## src/hw/rtl/mca_pkg.sv

```systemverilog
`timescale 1ns / 1ps
// Shared types and constants of the min-cost assignment core.
// Used by the channel interfaces, the solve engine, the result buffer and the top level.
package mca_pkg;

	localparam int COUNT_W = 5;
	localparam int INDEX_W = 4;

	typedef enum logic [1:0] {
		KIND_MATCH = 2'd0,
		KIND_ROW   = 2'd1,
		KIND_COL   = 2'd2,
		KIND_EMPTY = 2'd3
	} kind_t;

	typedef struct packed {
		kind_t              kind;
		logic [INDEX_W-1:0] row_index;
		logic [INDEX_W-1:0] col_index;
	} result_t;

	// candidate results from the engine; flush closes the matrix
	typedef struct packed {
		logic    cand_valid;
		result_t cand;
		logic    flush;
	} emit_ctl_t;

	typedef struct packed {
		logic pend_valid;
		logic out_valid;
	} buf_status_t;

	typedef enum logic [3:0] {
		ST_LOAD,
		ST_CLEAR,
		ST_ROW_INIT,
		ST_HEAD_RD,
		ST_HEAD_OWN,
		ST_HEAD_POT,
		ST_SCAN,
		ST_UPDATE,
		ST_AUG,
		ST_EM_RD,
		ST_EM_ADDR,
		ST_EM_CHK,
		ST_EM_PUT,
		ST_EM_ROWS,
		ST_EM_COLS,
		ST_EM_END
	} state_t;

endpackage

```

## src/hw/rtl/mca_if.sv

```systemverilog


interface mca_out_if
	import mca_pkg::*;
();
	logic               valid;
	logic               ready;
	kind_t              kind;
	logic [INDEX_W-1:0] row_index;
	logic [INDEX_W-1:0] col_index;
	logic               last_result;

	modport source (output valid, kind, row_index, col_index, last_result, input ready);
	modport sink (input valid, kind, row_index, col_index, last_result, output ready);
endinterface

```

## src/hw/rtl/mca_result_buf.sv

```systemverilog
`timescale 1ns / 1ps
// Result holding register and output register; marks the final beat of a matrix.
// Depends on mca_pkg and mca_if.
module mca_result_buf
	import mca_pkg::*;
(
	input  logic        clk,
	input  logic        arst_n,
	input  emit_ctl_t   ctl,
	output logic        stall,
	output buf_status_t status,
	mca_out_if.source   results
);
	localparam result_t EMPTY_RES = '{kind: KIND_EMPTY, row_index: '0, col_index: '0};

	logic    pend_v_q, out_v_q, out_last_q;
	result_t pend_q, out_q, push_res;
	logic    out_free, push, push_last;

	assign out_free = !out_v_q || results.ready;

	// hold one result back so the final beat can carry last_result
	always_comb begin
		stall     = 1'b0;
		push      = 1'b0;
		push_last = 1'b0;
		push_res  = pend_q;
		if (ctl.flush) begin
			stall     = !out_free;
			push      = out_free;
			push_last = 1'b1;
			push_res  = pend_v_q ? pend_q : EMPTY_RES;
		end else if (ctl.cand_valid && pend_v_q) begin
			stall = !out_free;
			push  = out_free;
		end
	end

	always_ff @(posedge clk or negedge arst_n) begin
		if (!arst_n) begin
			pend_v_q <= 1'b0;
			out_v_q  <= 1'b0;
		end else begin
			if (push) begin
				out_v_q <= 1'b1;
			end else if (results.ready) begin
				out_v_q <= 1'b0;
			end
			if (ctl.flush && push) begin
				pend_v_q <= 1'b0;
			end else if (ctl.cand_valid && !stall) begin
				pend_v_q <= 1'b1;
			end
		end
	end

	always_ff @(posedge clk) begin
		if (push) begin
			out_q      <= push_res;
			out_last_q <= push_last;
		end
		if (!ctl.flush && ctl.cand_valid && !stall) begin
			pend_q <= ctl.cand;
		end
	end

	assign results.valid       = out_v_q;
	assign results.kind        = out_q.kind;
	assign results.row_index   = out_q.row_index;
	assign results.col_index   = out_q.col_index;
	assign results.last_result = out_last_q;
	assign status.pend_valid   = pend_v_q;
	assign status.out_valid    = out_v_q;
endmodule

```

## src/flat_wrapper.sv

```systemverilog
// flat-port wrapper written by rule: the top's interface ports become plain ports
module mca_result_buf_flat import mca_pkg::*;
  (clk, arst_n, ctl, stall, status, results_valid, results_kind, results_row_index, results_col_index, results_last_result, results_ready);
  mca_out_if results_i ();
  input  logic clk;
  input  logic arst_n;
  input  emit_ctl_t ctl;
  output logic stall;
  output buf_status_t status;
  output wire logic [$bits(results_i.valid)-1:0] results_valid;
  output wire logic [$bits(results_i.kind)-1:0] results_kind;
  output wire logic [$bits(results_i.row_index)-1:0] results_row_index;
  output wire logic [$bits(results_i.col_index)-1:0] results_col_index;
  output wire logic [$bits(results_i.last_result)-1:0] results_last_result;
  input wire logic [$bits(results_i.ready)-1:0] results_ready;
  assign results_valid = results_i.valid;
  assign results_kind = results_i.kind;
  assign results_row_index = results_i.row_index;
  assign results_col_index = results_i.col_index;
  assign results_last_result = results_i.last_result;
  assign results_i.ready = results_ready;
  mca_result_buf u_core (.clk(clk), .arst_n(arst_n), .ctl(ctl), .stall(stall), .status(status), .results(results_i));
endmodule
```

## config.mk

```make
export PLATFORM = sky130hd
export DESIGN_NAME = mca_result_buf_flat
export DESIGN_NICKNAME = d
export VERILOG_FILES = /design/src/hw/rtl/mca_pkg.sv /design/src/hw/rtl/mca_if.sv /design/src/hw/rtl/mca_result_buf.sv /design/src/flat_wrapper.sv
export SDC_FILE = /design/constraint.sdc
export NUM_CORES = 1
export LEC_CHECK = 0
export ABC_AREA = 1
export ABC_CLOCK_PERIOD_IN_PS = 1500
export BUFFER_PORTS_ARGS = -buffer_cell sky130_fd_sc_hd__clkbuf_2
export CORE_ASPECT_RATIO = 0.6
export CORE_UTILIZATION = 35
export CTS_BUF_LIST = sky130_fd_sc_hd__clkbuf_16
export CTS_CLUSTER_DIAMETER = 40
export DETAILED_ROUTE_END_ITERATION = 7
export GPL_TIMING_DRIVEN = 0
export HOLD_SLACK_MARGIN = 0.12
export PLACE_DENSITY = 0.67
export SYNTH_ARGS = -nofsm -noshare
export SYNTH_HDL_FRONTEND = slang
export SYNTH_SLANG_ARGS = --single-unit
```

## constraint.sdc

```tcl
create_clock -name clk -period 1.5 [get_ports clk]
set_clock_uncertainty 0.1 [all_clocks]
set_input_delay 0 -clock clk [delete_from_list [all_inputs] [get_ports clk]]
set_output_delay 0 -clock clk [all_outputs]
set_load 0.01 [all_outputs]
```

==> metrics.yaml <==
detailed_routing:
  wl_um: 1450
  route.detailed.drc: 0
  vias: 561
  drt_iter0_drc: 14
  drt.antenna.violating_nets: 0
  drt-wirelength-per-cell_um: 10.4
  vias_per_cell: 4.04
  drtPass1Iterations: 4
die:
  rows: 13
  start_util_pct: 38.3
  dieWidth_um: 66.0
  die_y_um: 40.4
  core-area_um2: 2240
  pin_count: 30
  die_area_um2: 2660
min_path:
  hold_class: "in -> reg"
yosys:
  synth-async-reset-ratio_pct: 8.70
  syn-num-nets: 75
  synth_cell_type_count: 11
  netlist_area_um2: 860
  ys_seq_area_share_pct: 79.2
  synth.area.top_cells: "edfxtp_1 (73%), dfrtp_1 (5.8%), inv_1 (5.7%)"
  synthCells: 60
  syn-mean-instance-area_um2: 14.3
  synth.most_common_cell: "edfxtp_1"
  synth_ff_type: "edfxtp_1"
  yosysWarnings: 0
  synth-edff-count: 21
  synth_commonest_cells: "edfxtp_1 (21), inv_1 (13), nor2_1 (10)"
  yosys.area.top_type_share_pct: 73.4
  synth.largest_area_cell: "edfxtp_1"
  ys_ff_latch: 23
placement:
  dp_hpwl_um: 848
  place_congestion: 0.758
  dpl.cell_count: 119
  post-place-ws_ns: -0.0787
  io_buffers: 29
clocking:
  clock-sinks: 23
  clk_latency_ns: 0.25
  cts_buffers: 3
  cts_tree: "done"
  clockBufferDepth: 2
  htreeDepth: 1
  path_clk_slew_ns: 0.06
  clockRootBuffer: "clkbuf_16"
worst_setup_path:
  path_cells: "dlygate4sd3_1 -> buf_2 -> inv_2 -> nand2_2 -> nand2_1 -> clkinvlp_4"
  rrSetupSlack_ns: 0.09
  path_class: "in -> reg"
  critPathMaxStageDelay_ns: 0.54
  endpoint_kind: "register"
  cp_max_fo: 11
  timing.critical_path.buf_inv: 4
  cp-start-kind: "input port"
  arrival_ns: 1.30
  worstPathRequired_ns: 1.34
  cp_top_family: "buffers and inverters"
  cpMaxStageDelayCell: "dlygate4sd3_1"
layout:
  finalNonFillerCells: 139
  syn2layout_area_growth_pct: 50.5
  layout-drive-gt1-share_pct: 40.4
  n_antenna_cell: 0
  nNetsFinal: 125
sta:
  setup_viol: 0
  slew_headroom_pct: 83.3
  fin_ws_ns: 0.0435
  finalCriticalPeriod_ns: 1.46
  tightestPinTransition_ns: 0.250
  final-hold-violation-count: 0
  clock.fmax_mhz: 687
  slew_violations: 0
  period_share_pct: 97.1
power:
  p_leak_uw: 0.000580
  power.density_nw_per_um2: 1210
  vdd_ir_drop_max_mv: 0.704
global_routing:
  antenna_found_initial: 0
  grt_pass1_wl_um: 1960
  grt_max_degree: 13
  first_global_vias: 417
  grt_overflow_total: 0
  track_usage_pct: 11.4
status:
  outcome: "finished, final reports clean"
flow_run:
  max_cap_viol_count: 0
path summary, 6_finish.rpt:
path / from / end / cells after the start
worst max-delay path: ctl[0] / u_core.results.kind[0]$_DFFE_PP_ / 6
worst min-delay path: ctl[4] / u_core.pend_q[3]$_DFFE_PP_ / 2
worst max register to register: u_core.results.valid$_DFFE_PN0P_ / u_core.results.kind[0]$_DFFE_PP_ / 5
worst min register to register: u_core.pend_q[9]$_DFFE_PP_ / u_core.results.kind[1]$_DFFE_PP_ / 1
max in group asynchronous: arst_n / u_core.results.valid$_DFFE_PN0P_ / 3
min in group asynchronous: arst_n / u_core.pend_v_q$_DFFE_PN0P_ / 3
cell type report:
class                           count  area, µm²
Multi-Input combinational cell     22        130
Fill cell                         175        951
Clock inverter                      1       3.75
Buffer                              2       15.0
Tap cell                           30       37.5
Sequential cell                    23        681
Timing Repair Buffer               44        295
Inverter                           14       56.3
Clock buffer                        3       75.1
flip-flops by register name (all words and copies together) (netlist names):
name,count
u_core.pend_q,10
u_core.results.col_index,4
u_core.results.row_index,4
u_core.results.kind,2
u_core.pend_v_q,1
u_core.results.last_result,1
u_core.results.valid,1
logic make-up (layout without fill, tap and decap cells):
group | count (synthesis) | count (layout) | share of synthesized area [%]
AOI/OAI and AO/OA | 1 | 1 | 1.02
and+or+nand+nor | 20 | 21 | 11.9
DFF | 23 | 23 | 79.2
buffers and inverters | 16 | 64 | 7.86
worst reg2reg max path, stage by stage (launching register included):
cell,delay (ns)
dfrtp_1,0.36
inv_1,0.08
nor2_4,0.12
inv_1,0.06
nand2_1,0.12
clkinvlp_4,0.26
per-layer routing:
layer / wire length, µm / GRT usage, % / up-vias
met5: 0 / 0 / -
met4: 12 / 4.79 / 0
met3: 113 / 5.97 / 2
met2: 730 / 19.9 / 21
met1: 588 / 12.2 / 252
li1: - / - / 286
cell usage in the layout, fill, tap and decap left out:
master and instances:
clkbuf_16 3, nor2_1 9, dfrtp_1 2, inv_1 13
edfxtp_1 21, nand2_1 3, or2_1 2, nor2_4 4
clkinvlp_4 1, clkbuf_2 28, buf_2 1, buf_4 2
a21oi_2 1, nand2_2 3, dlygate4sd3_1 15, inv_2 1
per-stage QoR:
stage | util (%) | power, µW | TNS (ns) | hold slack [ns] | area (µm²)
6_report | 57.6 | 1560 | 0 | 0.352 | 1290
5_1_grt | 57.6 | 1610 | -0.0433 | 0.352 | 1290
4_1_cts | 57.0 | 1560 | 0 | 0.347 | 1280
3_5_place_dp | 46.5 | 969 | -0.785 | -0.309 | 1040
3_3_place_gp | 46.5 | 965 | -0.438 | -0.308 | 1040
2_1_floorplan | - | 894 | 0 | -0.396 | 862
repair_timing:
| item | in CTS | in global routing |
|---|---|---|
| endpoints found under the setup margin | 10 | 21 |
| gates resized for setup | 1 | 3 |
| hold endpoints to repair | 25 | 0 |
| buffers inserted | 0 | 0 |
| cloned | 0 | 1 |
| hold buffers | 15 | 0 |
power by group:
part           switching (µW)  total, µW  internal (µW)
registers                18.7        783            764
logic                     116        214           98.6
clock network             207        562            356
Note: power is estimated with default switching activity, not from simulation.
